$ cat src/design/inductive_position_from_counts_core_assert.svh
// assertion helpers used by the position core back end
`ifndef INDUCTIVE_POSITION_FROM_COUNTS_CORE_ASSERT_SVH
`define INDUCTIVE_POSITION_FROM_COUNTS_CORE_ASSERT_SVH

// same-cycle implication, held off during reset
`define IPC_IMPLIES(lbl, ante, cons) \
  lbl: assert property (@(posedge clk) disable iff (!rst_n) (ante) |-> (cons)) \
    else $error("ipc check failed");

// next-cycle implication, held off during reset
`define IPC_NEXT(lbl, ante, cons) \
  lbl: assert property (@(posedge clk) disable iff (!rst_n) (ante) |=> (cons)) \
    else $error("ipc check failed");

`endif

$ cat src/design/ipc_pkg.sv
package ipc_pkg;
  localparam int AVG_WINDOW_DEF = 10;
  localparam int CAL_POINTS = 26;
  localparam int FREQ_FRAC_BITS = 4;
  localparam int POS_FRAC_BITS = 8;
  localparam int CNT_W = 28;
  localparam int FREQ_W = 30;
  localparam int REFCLK_W = 26;
  localparam int POS_W = 15;
  localparam int HW = 8 + POS_FRAC_BITS;
  localparam int CIDX_W = $clog2(CAL_POINTS);
  localparam int DIV_W = FREQ_W + HW + 2;
  localparam int QUO_W = FREQ_W;
  localparam int QIDX_W = $clog2(QUO_W);
  localparam int STEP_W = $clog2(QUO_W + 1);
  localparam int PROD_W = CNT_W + REFCLK_W;
  localparam int FREQ_SHIFT = 28 - FREQ_FRAC_BITS;
  localparam int HALF_CNT = CNT_W / 2;

  localparam logic [REFCLK_W-1:0] REFCLK_RST = 26'd43400000;
  localparam logic [FREQ_W-1:0] LIMIT_RST = 30'd74400000;
  localparam logic [FREQ_W-1:0] FREQ_MAX = '1;
  localparam logic REG_REFCLK = 1'b0;
  localparam logic REG_LIMIT = 1'b1;

  typedef struct packed {
    logic [3:0] flags;
    logic all_zero;
    logic all_ones;
    logic [CNT_W-1:0] count;
  } ipc_item_t;

  typedef struct packed {
    logic start;
    logic [STEP_W-1:0] steps;
    logic [DIV_W-1:0] num;
    logic [DIV_W-1:0] den;
  } ipc_div_req_t;

  typedef struct packed {
    logic busy;
    logic done;
    logic [QUO_W-1:0] quo;
  } ipc_div_rsp_t;

  // calibration frequency in hz, scaled to the frequency fraction
  function automatic logic [FREQ_W-1:0] cal_freq(input logic [CIDX_W-1:0] idx);
    logic [22:0] hz;
    unique case (idx)
      5'd0: hz = 23'd4384660;
      5'd1: hz = 23'd4387270;
      5'd2: hz = 23'd4394020;
      5'd3: hz = 23'd4403530;
      5'd4: hz = 23'd4409910;
      5'd5: hz = 23'd4414720;
      5'd6: hz = 23'd4425420;
      5'd7: hz = 23'd4427930;
      5'd8: hz = 23'd4439230;
      5'd9: hz = 23'd4450700;
      5'd10: hz = 23'd4455930;
      5'd11: hz = 23'd4469240;
      5'd12: hz = 23'd4474700;
      5'd13: hz = 23'd4483830;
      5'd14: hz = 23'd4488520;
      5'd15: hz = 23'd4489510;
      5'd16: hz = 23'd4504090;
      5'd17: hz = 23'd4512420;
      5'd18: hz = 23'd4514030;
      5'd19: hz = 23'd4519350;
      5'd20: hz = 23'd4528860;
      5'd21: hz = 23'd4535550;
      5'd22: hz = 23'd4544030;
      5'd23: hz = 23'd4583900;
      5'd24: hz = 23'd4618950;
      5'd25: hz = 23'd4630000;
      default: hz = 23'd0;
    endcase
    return FREQ_W'(hz) << FREQ_FRAC_BITS;
  endfunction

  // calibration position in half millimetres, scaled to the position fraction
  function automatic logic [HW-1:0] cal_pos(input logic [CIDX_W-1:0] idx);
    logic [7:0] hm;
    unique case (idx)
      5'd0: hm = 8'd0;
      5'd1: hm = 8'd10;
      5'd2: hm = 8'd20;
      5'd3: hm = 8'd30;
      5'd4: hm = 8'd35;
      5'd5: hm = 8'd40;
      5'd6: hm = 8'd45;
      5'd7: hm = 8'd50;
      5'd8: hm = 8'd55;
      5'd9: hm = 8'd60;
      5'd10: hm = 8'd65;
      5'd11: hm = 8'd70;
      5'd12: hm = 8'd75;
      5'd13: hm = 8'd80;
      5'd14: hm = 8'd85;
      5'd15: hm = 8'd90;
      5'd16: hm = 8'd95;
      5'd17: hm = 8'd100;
      5'd18: hm = 8'd105;
      5'd19: hm = 8'd110;
      5'd20: hm = 8'd115;
      5'd21: hm = 8'd120;
      5'd22: hm = 8'd130;
      5'd23: hm = 8'd140;
      5'd24: hm = 8'd150;
      5'd25: hm = 8'd160;
      default: hm = 8'd0;
    endcase
    return HW'(hm) << POS_FRAC_BITS;
  endfunction
endpackage

$ cat src/design/ipc_front.sv
module ipc_front (
  input  logic [15:0]         in_data_high_word,
  input  logic [15:0]         in_data_low_word,
  input  logic                in_valid,
  output logic                in_stall,
  input  logic                q_full,
  output logic                q_push,
  output ipc_pkg::ipc_item_t  q_item
);
  import ipc_pkg::*;

  logic [CNT_W-1:0] count;

  assign count = {in_data_high_word[11:0], in_data_low_word};
  assign in_stall = q_full;
  assign q_push = in_valid && !q_full;

  always_comb begin
    q_item.flags = in_data_high_word[15:12];
    q_item.all_zero = (count == '0);
    q_item.all_ones = (count == '1);
    q_item.count = count;
  end
endmodule

$ cat src/design/ipc_fifo.sv
module ipc_fifo (
  input  logic               clk,
  input  logic               rst_n,
  input  logic               push,
  input  ipc_pkg::ipc_item_t wr_item,
  output logic               full,
  input  logic               pop,
  output logic               not_empty,
  output ipc_pkg::ipc_item_t rd_item
);
  import ipc_pkg::*;

  ipc_item_t mem_r [2];
  logic wp_r, wp_nxt, rp_r, rp_nxt;
  logic [1:0] cnt_r, cnt_nxt;

  assign full = (cnt_r == 2'd2);
  assign not_empty = (cnt_r != 2'd0);
  assign rd_item = mem_r[rp_r];

  always_comb begin
    wp_nxt = push ? !wp_r : wp_r;
    rp_nxt = pop ? !rp_r : rp_r;
    cnt_nxt = cnt_r + {1'b0, push} - {1'b0, pop};
  end

  always_ff @(posedge clk) begin
    if (!rst_n) begin
      wp_r <= 1'b0;
      rp_r <= 1'b0;
      cnt_r <= 2'd0;
    end else begin
      wp_r <= wp_nxt;
      rp_r <= rp_nxt;
      cnt_r <= cnt_nxt;
    end
  end

  always_ff @(posedge clk) begin
    if (push) begin
      mem_r[wp_r] <= wr_item;
    end
  end
endmodule

$ cat src/design/ipc_div.sv
module ipc_div (
  input  logic                  clk,
  input  logic                  rst_n,
  input  ipc_pkg::ipc_div_req_t req,
  output ipc_pkg::ipc_div_rsp_t rsp
);
  import ipc_pkg::*;

  logic busy_r, busy_nxt, done_r, done_nxt;
  logic [STEP_W-1:0] bit_r, bit_nxt;
  logic [DIV_W-1:0] rem_r, rem_nxt, den_r, den_nxt, trial;
  logic [QUO_W-1:0] quo_r, quo_nxt;

  // one quotient bit a cycle, msb first
  assign trial = den_r << bit_r;

  always_comb begin
    busy_nxt = busy_r;
    done_nxt = 1'b0;
    bit_nxt = bit_r;
    rem_nxt = rem_r;
    den_nxt = den_r;
    quo_nxt = quo_r;
    if (req.start) begin
      busy_nxt = 1'b1;
      rem_nxt = req.num;
      den_nxt = req.den;
      bit_nxt = req.steps - 1'b1;
      quo_nxt = '0;
    end else if (busy_r) begin
      if (rem_r >= trial) begin
        rem_nxt = rem_r - trial;
        quo_nxt[bit_r[QIDX_W-1:0]] = 1'b1;
      end
      if (bit_r == '0) begin
        busy_nxt = 1'b0;
        done_nxt = 1'b1;
      end else begin
        bit_nxt = bit_r - 1'b1;
      end
    end
  end

  always_ff @(posedge clk) begin
    if (!rst_n) begin
      busy_r <= 1'b0;
      done_r <= 1'b0;
    end else begin
      busy_r <= busy_nxt;
      done_r <= done_nxt;
    end
  end

  always_ff @(posedge clk) begin
    bit_r <= bit_nxt;
    rem_r <= rem_nxt;
    den_r <= den_nxt;
    quo_r <= quo_nxt;
  end

  assign rsp.busy = busy_r;
  assign rsp.done = done_r;
  assign rsp.quo = quo_r;
endmodule

$ cat src/design/ipc_back.sv
module ipc_back #(
  parameter int AVG_WINDOW = ipc_pkg::AVG_WINDOW_DEF
) (
  input  logic                          clk,
  input  logic                          rst_n,
  input  logic [ipc_pkg::REFCLK_W-1:0]  refclk,
  input  logic [ipc_pkg::FREQ_W-1:0]    limit,
  input  logic                          q_not_empty,
  input  ipc_pkg::ipc_item_t            q_item,
  output logic                          q_pop,
  output ipc_pkg::ipc_div_req_t         div_req,
  input  ipc_pkg::ipc_div_rsp_t         div_rsp,
  output logic                          out_valid,
  input  logic                          out_stall,
  output logic [3:0]                    out_error_flags,
  output logic                          out_count_all_zero,
  output logic                          out_count_all_ones,
  output logic [ipc_pkg::FREQ_W-1:0]    out_average_frequency,
  output logic                          out_position_valid,
  output logic [ipc_pkg::POS_W-1:0]     out_position_mm
);
  import ipc_pkg::*;
  `include "inductive_position_from_counts_core_assert.svh"

  localparam int SLOT_W = (AVG_WINDOW > 1) ? $clog2(AVG_WINDOW) : 1;
  localparam int FILL_W = $clog2(AVG_WINDOW + 1);
  localparam int SUM_W = FREQ_W + FILL_W;
  localparam int SHIFTED_W = PROD_W - FREQ_SHIFT;

  localparam logic [3:0] S_IDLE  = 4'd0;
  localparam logic [3:0] S_MUL0  = 4'd1;
  localparam logic [3:0] S_MUL1  = 4'd2;
  localparam logic [3:0] S_STORE = 4'd3;
  localparam logic [3:0] S_SUM   = 4'd4;
  localparam logic [3:0] S_AVG   = 4'd5;
  localparam logic [3:0] S_AVGW  = 4'd6;
  localparam logic [3:0] S_SRCH  = 4'd7;
  localparam logic [3:0] S_IMUL  = 4'd8;
  localparam logic [3:0] S_IDIV  = 4'd9;
  localparam logic [3:0] S_IDIVW = 4'd10;
  localparam logic [3:0] S_DONE  = 4'd11;

  logic [3:0] st_r, st_nxt;
  ipc_item_t item_r, item_nxt;
  logic [PROD_W-1:0] acc_r, acc_nxt;
  logic [FREQ_W-1:0] ring_r [AVG_WINDOW];
  logic [SLOT_W-1:0] slot_r, slot_nxt, idx_r, idx_nxt;
  logic [FILL_W-1:0] fill_r, fill_nxt;
  logic [SUM_W-1:0] sum_r, sum_nxt;
  logic [FREQ_W-1:0] avg_r, avg_nxt, df_r, df_nxt, d_r, d_nxt;
  logic [CIDX_W-1:0] cidx_r, cidx_nxt;
  logic [HW-1:0] h1_r, h1_nxt, dh_r, dh_nxt;
  logic [FREQ_W+HW-1:0] rprod_r, rprod_nxt;
  logic valid_r, valid_nxt;
  logic [HW:0] pos_r, pos_nxt;
  logic ring_we;
  logic [SHIFTED_W-1:0] shifted;
  logic [FREQ_W-1:0] freq, f1, f2;
  logic [CIDX_W-1:0] cidx_p1;
  logic ov_r, ov_nxt;
  ipc_item_t oi_r, oi_nxt;
  logic [FREQ_W-1:0] oavg_r, oavg_nxt;
  logic ovld_r, ovld_nxt;
  logic [POS_W-1:0] opos_r, opos_nxt;

  assign shifted = SHIFTED_W'(acc_r >> FREQ_SHIFT);
  assign freq = (shifted > SHIFTED_W'(FREQ_MAX)) ? FREQ_MAX : FREQ_W'(shifted);
  assign cidx_p1 = cidx_r + 1'b1;
  assign f1 = cal_freq(cidx_r);
  assign f2 = cal_freq(cidx_p1);

  always_comb begin
    st_nxt = st_r;
    item_nxt = item_r;
    acc_nxt = acc_r;
    slot_nxt = slot_r;
    idx_nxt = idx_r;
    fill_nxt = fill_r;
    sum_nxt = sum_r;
    avg_nxt = avg_r;
    df_nxt = df_r;
    d_nxt = d_r;
    cidx_nxt = cidx_r;
    h1_nxt = h1_r;
    dh_nxt = dh_r;
    rprod_nxt = rprod_r;
    valid_nxt = valid_r;
    pos_nxt = pos_r;
    ring_we = 1'b0;
    q_pop = 1'b0;
    div_req = '0;
    ov_nxt = ov_r;
    oi_nxt = oi_r;
    oavg_nxt = oavg_r;
    ovld_nxt = ovld_r;
    opos_nxt = opos_r;
    if (ov_r && !out_stall) begin
      ov_nxt = 1'b0;
    end
    unique case (st_r)
      S_IDLE: begin
        if (q_not_empty) begin
          q_pop = 1'b1;
          item_nxt = q_item;
          st_nxt = S_MUL0;
        end
      end
      S_MUL0: begin
        acc_nxt = PROD_W'(item_r.count[HALF_CNT-1:0] * refclk);
        st_nxt = S_MUL1;
      end
      S_MUL1: begin
        acc_nxt = acc_r + (PROD_W'(item_r.count[CNT_W-1:HALF_CNT] * refclk) << HALF_CNT);
        st_nxt = S_STORE;
      end
      S_STORE: begin
        ring_we = 1'b1;
        slot_nxt = (slot_r == SLOT_W'(AVG_WINDOW - 1)) ? '0 : slot_r + 1'b1;
        if (fill_r < FILL_W'(AVG_WINDOW)) begin
          fill_nxt = fill_r + 1'b1;
        end
        sum_nxt = '0;
        idx_nxt = '0;
        st_nxt = S_SUM;
      end
      S_SUM: begin
        sum_nxt = sum_r + SUM_W'(ring_r[idx_r]);
        if (FILL_W'(idx_r) + 1'b1 == fill_r) begin
          st_nxt = S_AVG;
        end else begin
          idx_nxt = idx_r + 1'b1;
        end
      end
      S_AVG: begin
        div_req.start = 1'b1;
        div_req.steps = STEP_W'(QUO_W);
        div_req.num = DIV_W'(sum_r);
        div_req.den = DIV_W'(fill_r);
        st_nxt = S_AVGW;
      end
      S_AVGW: begin
        if (div_rsp.done) begin
          avg_nxt = div_rsp.quo;
          valid_nxt = 1'b0;
          pos_nxt = '0;
          cidx_nxt = '0;
          st_nxt = (div_rsp.quo >= limit) ? S_DONE : S_SRCH;
        end
      end
      S_SRCH: begin
        if (avg_r >= f1 && avg_r <= f2) begin
          d_nxt = f2 - f1;
          df_nxt = avg_r - f1;
          h1_nxt = cal_pos(cidx_r);
          dh_nxt = cal_pos(cidx_p1) - cal_pos(cidx_r);
          st_nxt = S_IMUL;
        end else if (cidx_r == CIDX_W'(CAL_POINTS - 2)) begin
          st_nxt = S_DONE;
        end else begin
          cidx_nxt = cidx_p1;
        end
      end
      S_IMUL: begin
        rprod_nxt = (FREQ_W + HW)'(df_r * dh_r);
        st_nxt = S_IDIV;
      end
      S_IDIV: begin
        // odd h1 adds half a step to the numerator
        div_req.start = 1'b1;
        div_req.steps = STEP_W'(HW);
        div_req.num = DIV_W'(rprod_r) + (h1_r[0] ? DIV_W'(d_r) : '0);
        div_req.den = DIV_W'(d_r) << 1;
        st_nxt = S_IDIVW;
      end
      S_IDIVW: begin
        if (div_rsp.done) begin
          valid_nxt = 1'b1;
          pos_nxt = (HW + 1)'(h1_r >> 1) + (HW + 1)'(div_rsp.quo[HW-1:0]);
          st_nxt = S_DONE;
        end
      end
      S_DONE: begin
        if (!ov_r || !out_stall) begin
          ov_nxt = 1'b1;
          oi_nxt = item_r;
          oavg_nxt = avg_r;
          ovld_nxt = valid_r;
          opos_nxt = POS_W'(pos_r);
          st_nxt = S_IDLE;
        end
      end
      default: st_nxt = S_IDLE;
    endcase
  end

  always_ff @(posedge clk) begin
    if (!rst_n) begin
      st_r <= S_IDLE;
      slot_r <= '0;
      fill_r <= '0;
      ov_r <= 1'b0;
    end else begin
      st_r <= st_nxt;
      slot_r <= slot_nxt;
      fill_r <= fill_nxt;
      ov_r <= ov_nxt;
    end
  end

  always_ff @(posedge clk) begin
    item_r <= item_nxt;
    acc_r <= acc_nxt;
    idx_r <= idx_nxt;
    sum_r <= sum_nxt;
    avg_r <= avg_nxt;
    df_r <= df_nxt;
    d_r <= d_nxt;
    cidx_r <= cidx_nxt;
    h1_r <= h1_nxt;
    dh_r <= dh_nxt;
    rprod_r <= rprod_nxt;
    valid_r <= valid_nxt;
    pos_r <= pos_nxt;
    oi_r <= oi_nxt;
    oavg_r <= oavg_nxt;
    ovld_r <= ovld_nxt;
    opos_r <= opos_nxt;
    if (ring_we) begin
      ring_r[slot_r] <= freq;
    end
  end

  assign out_valid = ov_r;
  assign out_error_flags = oi_r.flags;
  assign out_count_all_zero = oi_r.all_zero;
  assign out_count_all_ones = oi_r.all_ones;
  assign out_average_frequency = oavg_r;
  assign out_position_valid = ovld_r;
  assign out_position_mm = opos_r;

  `IPC_IMPLIES(a_pos_zero_when_invalid, ov_r && !ovld_r, opos_r == '0)
  `IPC_IMPLIES(a_div_start_idle, div_req.start, !div_rsp.busy)
  `IPC_NEXT(a_fill_after_store, st_r == S_STORE, fill_r != '0)
endmodule

$ cat src/design/inductive_position_from_counts_core.sv
// flow: the back end works one item at a time; the mean sums the filled window
//   (1..10 entries), and the work is dominated by the shared shift-subtract divider
//   (30 steps for the mean, 16 for the interpolation) and the one-segment-per-cycle
//   table search up to the matched calibration segment
// reset: synchronous active-low rst_n clears the queue, window slot and fill count,
//   and loads the registers with reference clock 43400000 and limit 74400000
module inductive_position_from_counts_core #(
  parameter int AVG_WINDOW = ipc_pkg::AVG_WINDOW_DEF
) (
  input  logic                        clk,
  input  logic                        rst_n,
  // input channel
  input  logic                        in_valid,
  output logic                        in_stall,
  input  logic [15:0]                 in_data_high_word,
  input  logic [15:0]                 in_data_low_word,
  // result channel
  output logic                        out_valid,
  input  logic                        out_stall,
  output logic [3:0]                  out_error_flags,
  output logic                        out_count_all_zero,
  output logic                        out_count_all_ones,
  output logic [ipc_pkg::FREQ_W-1:0]  out_average_frequency,
  output logic                        out_position_valid,
  output logic [ipc_pkg::POS_W-1:0]   out_position_mm,
  // register port
  input  logic                        psel,
  input  logic                        penable,
  input  logic                        pwrite,
  input  logic [2:0]                  paddr,
  input  logic [31:0]                 pwdata,
  output logic [31:0]                 prdata,
  output logic                        pready
);
  import ipc_pkg::*;

  logic [REFCLK_W-1:0] refclk_r;
  logic [FREQ_W-1:0] limit_r;
  logic reg_wr;
  logic q_full, q_push, q_pop, q_not_empty;
  ipc_item_t push_item, head_item;
  ipc_div_req_t div_req;
  ipc_div_rsp_t div_rsp;

  // register port: always ready, word index from paddr bit 2
  assign pready = 1'b1;
  assign reg_wr = psel && penable && pwrite;

  always_ff @(posedge clk) begin
    if (!rst_n) begin
      refclk_r <= REFCLK_RST;
      limit_r <= LIMIT_RST;
    end else if (reg_wr) begin
      if (paddr[2] == REG_REFCLK) begin
        refclk_r <= pwdata[REFCLK_W-1:0];
      end else begin
        limit_r <= pwdata[FREQ_W-1:0];
      end
    end
  end

  assign prdata = (paddr[2] == REG_LIMIT) ? 32'(limit_r) : 32'(refclk_r);

  // front end: split flags and count, classify the count
  ipc_front u_front (
    .in_data_high_word (in_data_high_word),
    .in_data_low_word  (in_data_low_word),
    .in_valid          (in_valid),
    .in_stall          (in_stall),
    .q_full            (q_full),
    .q_push            (q_push),
    .q_item            (push_item)
  );

  // two-entry queue lets the front keep taking items while the back works
  ipc_fifo u_fifo (
    .clk       (clk),
    .rst_n     (rst_n),
    .push      (q_push),
    .wr_item   (push_item),
    .full      (q_full),
    .pop       (q_pop),
    .not_empty (q_not_empty),
    .rd_item   (head_item)
  );

  // shared shift-subtract divider for the mean and the interpolation
  ipc_div u_div (
    .clk   (clk),
    .rst_n (rst_n),
    .req   (div_req),
    .rsp   (div_rsp)
  );

  // back end: frequency scaling, window mean, table search, interpolation
  ipc_back #(
    .AVG_WINDOW (AVG_WINDOW)
  ) u_back (
    .clk                   (clk),
    .rst_n                 (rst_n),
    .refclk                (refclk_r),
    .limit                 (limit_r),
    .q_not_empty           (q_not_empty),
    .q_item                (head_item),
    .q_pop                 (q_pop),
    .div_req               (div_req),
    .div_rsp               (div_rsp),
    .out_valid             (out_valid),
    .out_stall             (out_stall),
    .out_error_flags       (out_error_flags),
    .out_count_all_zero    (out_count_all_zero),
    .out_count_all_ones    (out_count_all_ones),
    .out_average_frequency (out_average_frequency),
    .out_position_valid    (out_position_valid),
    .out_position_mm       (out_position_mm)
  );
endmodule
$ cat config.mk
export PLATFORM = sky130hd
export DESIGN_NAME = inductive_position_from_counts_core
export DESIGN_NICKNAME = d
export VERILOG_FILES = /design/src/design/ipc_pkg.sv /design/src/design/ipc_front.sv /design/src/design/ipc_fifo.sv /design/src/design/ipc_div.sv /design/src/design/ipc_back.sv /design/src/design/inductive_position_from_counts_core.sv
export VERILOG_INCLUDE_DIRS = /design/src /design/src/design
export SDC_FILE = /design/constraint.sdc
export NUM_CORES = 2
export LEC_CHECK = 0
export BUFFER_PORTS_ARGS = -buffer_cell sky130_fd_sc_hd__buf_4
export CORE_ASPECT_RATIO = 0.7
export CORE_UTILIZATION = 51
export CTS_BUF_LIST = sky130_fd_sc_hd__clkbuf_4
export CTS_CLUSTER_DIAMETER = 80
export DETAILED_ROUTE_END_ITERATION = 7
export GPL_TIMING_DRIVEN = 0
export PLACE_DENSITY = 0.78
export SYNTH_ARGS = -nofsm -noshare
export SYNTH_HDL_FRONTEND = slang
export SYNTH_HIERARCHICAL = 1
export SYNTH_SLANG_ARGS = --single-unit
$ cat constraint.sdc
create_clock -name clk -period 7.8 [get_ports clk]
set_input_delay 0 -clock clk [delete_from_list [all_inputs] [get_ports clk]]
set_output_delay 0 -clock clk [all_outputs]
set_load 0.02 [all_outputs]
==> impl_metrics.yaml <==
floorplan:
  dieWidth_um: 476.2
  initial_core_util: 0.5148
  ios: 161
  fp.dieArea_um2: 159000
  die_y_um: 334.0
  rows: 121
  core_um2: 155900
hold_path:
  worstHoldPathType: "input pin to flip-flop"
  whs_path_depth: 3
place:
  dp_hpwl_um: 184000
  portBuffers: 149
  gp_congestion: 1.006
  numPlacedInstances: 10041
timing:
  finalWorstSetupSlack_ns: -0.7819
  rsz0062_at_grt: "true"
  finalMaxSlewViolations: 0
  max_slew_margin: 0.1053
  finalHoldViolCount: 0
  max_freq_ghz: 0.1165
  timing.hold.ws_ns: 0.1607
  setup_violations: 18
  skew_ns: 0.08521
  worstMarginPinSlew_ns: 1.325
  fin_crit_ns: 8.582
  min_period_over_period: 1.100
critical_path:
  reg2regPathDepth: 32
  regToRegEndpoint: "u_back/acc_r[53]$_SDFFCE_PN0P_"
  endpoint: "u_back/acc_r[53]$_SDFFCE_PN0P_"
  cp.arrival_ns: 9.48
  critPathKind: "flip-flop to flip-flop"
  critPathBufInv: 6
  start_kind: "flip-flop"
  slowest_delay_ns: 0.59
  reg2reg_from: "refclk_r[0]$_SDFFE_PN0P_"
  crit_cells: 32
  path_delay_family: "adder cells"
  cp-startpoint: "refclk_r[0]$_SDFFE_PN0P_"
  crit_slowest_cell: "clkbuf_1"
  cp_max_fo: 11
  critPathCaptureType: "flip-flop"
  r2r_slack_ns: -0.78
  path_common_cell: "fa_1"
  crit_required_ns: 8.70
cells_and_area:
  syn_to_final_growth_pct: 14.76
  nets: 9873
  nFillCells: 12334
  drive_gt1_frac: 0.1519
  stdcell_count: 10730
global_routing:
  use_met1: 0.4193
  gr-usage-met3: 0.08555
  grt_pass1_vias: 63905
  grt.total_usage: 0.3089
  use_met2: 0.4691
  grt_first_pass_wirelength_um: 376900
  grt_antenna_before_repair: 9
  grt_max_degree: 52
  overflow: 0
  top_usage_layer: "met2"
clocking:
  cts_sinks: 928
  cts_tree: "done"
  clk_path_buf_depth: 3
  cts_max_level: 4
  clk_pin_slew_ns: 0.09
  root_buffer: "clkbuf_4"
  cts_buffers: 220
  clk_latency_ns: 1.18
synthesis:
  synthCells: 7744
  yosysWarnings: 6
  syn-mean-instance-area_um2: 10.37
  synth_area_um2: 80280
run_status:
  status: "finished, violations left"
  violations: "negative setup slack"
detailed_routing:
  via_count: 63867
  dr.pass1.iters: 8
  drc: 0
  vias_per_cell: 5.952
  drt_iter0_drc: 7044
  postRouteAntennaNets: 0
  wire_per_inst_um: 23.34
  finalWirelength_um: 250500
flow_run:
  drv_cap: 0
## registers in the layout, indices dropped and copies added (netlist names), 34 cells and up, named ones only
signal          cells
u_div/den_r        48
u_back/rprod_r     38
u_fifo/mem_r       68
u_back/ring_r     300
u_back/acc_r       40
u_back/item_r      34
u_div/rem_r        48
u_back/sum_r       34
## cell type report
class                      instances  area, um^2  area share
antenna                           10       25.02   0.0002716
buffer                           469        2959     0.03212
clock buffer                     330        2477     0.02689
clock inverter                    71       473.0    0.005134
inverter                         930        3500     0.03799
multi-input combinational       5428       49230      0.5344
sequential                       928       26510      0.2878
tap                             2091        2616     0.02840
timing repair buffer             473        4335     0.04706
## through the flow
step / setup slack [ns] / util / setup TNS [ns] / instance area [um^2]
final: -0.7819 / 0.5908 / -7.224 / 92130
after global placement: -2.156 / 0.5403 / -179.70 / 84250
after CTS: -0.3565 / 0.5863 / -1.594 / 91420
after floorplan: 0.009362 / - / 0 / 80520
after detailed placement: -2.140 / 0.5442 / -29.03 / 84860
after global routing: -0.8590 / 0.5908 / -8.929 / 92120
## worst min-delay path: stages
cell	delay (ns)
dlygate4sd3_1	0.55
buf_4	0.10
dlygate4sd3_1	0.58
## timing repair
| item | in CTS | in global routing |
|---|---|---|
| cloned | 2 | 0 |
| hold buffers | 171 | 0 |
| pin swaps | 65 | 72 |
| hold endpoints to repair | 264 | 0 |
| resized for setup | 312 | 130 |
| buffers inserted | 83 | 34 |
| endpoints found under the setup margin | 24 | 37 |
## cells in the final DEF (no fill, tap or decap), types with 31 or more instances in the layout
cell type and instances:
mux4_2 91, a31oi_1 35, buf_4 333, dfxtp_1 127, a21oi_1 331, nand4_1 44
nor3_1 59, xnor2_1 157, xor2_1 95, edfxtp_1 791, nand2b_1 54, a211oi_1 70
clkbuf_8 50, inv_1 907, dlygate4sd3_1 171, buf_6 31, o21ai_0 232, clkbuf_4 341
ha_1 574, nor2b_1 113, mux2i_1 129, nand2_1 956, and2_1 504, mux2_2 49
o21a_1 39, clkbuf_1 226, a21o_1 117, nand3_1 73, o21bai_1 39, clkinv_1 41
fa_1 739, nor2_1 310
## metal layers
layer | wire length [um] | part of all wire
met1 | 99630 | 0.40
met3 | 29240 | 0.12
met2 | 111000 | 0.44
met5 | 13 | 0.000052
met4 | 10590 | 0.042
## how the worst min path moves through the flow
stage,start,to,slack [ns]
2_1_floorplan,rst_n,u_fifo/wp_r$_SDFFE_PN0P_,0.12
6_report,in_data_high_word[15],u_fifo/mem_r[0][33]$_DFFE_PP_,0.16
4_1_cts,rst_n,refclk_r[25]$_SDFFE_PN1P_,0.01
3_3_place_gp,in_data_high_word[13],u_fifo/mem_r[1][31]$_DFFE_PP_,0.19
5_1_grt,in_data_high_word[15],u_fifo/mem_r[0][33]$_DFFE_PP_,0.06
3_5_place_dp,in_data_high_word[13],u_fifo/mem_r[1][31]$_DFFE_PP_,0.19
Power is not shown: default switching activity piles up to over one toggle a cycle in this logic, so the estimate is an artifact.
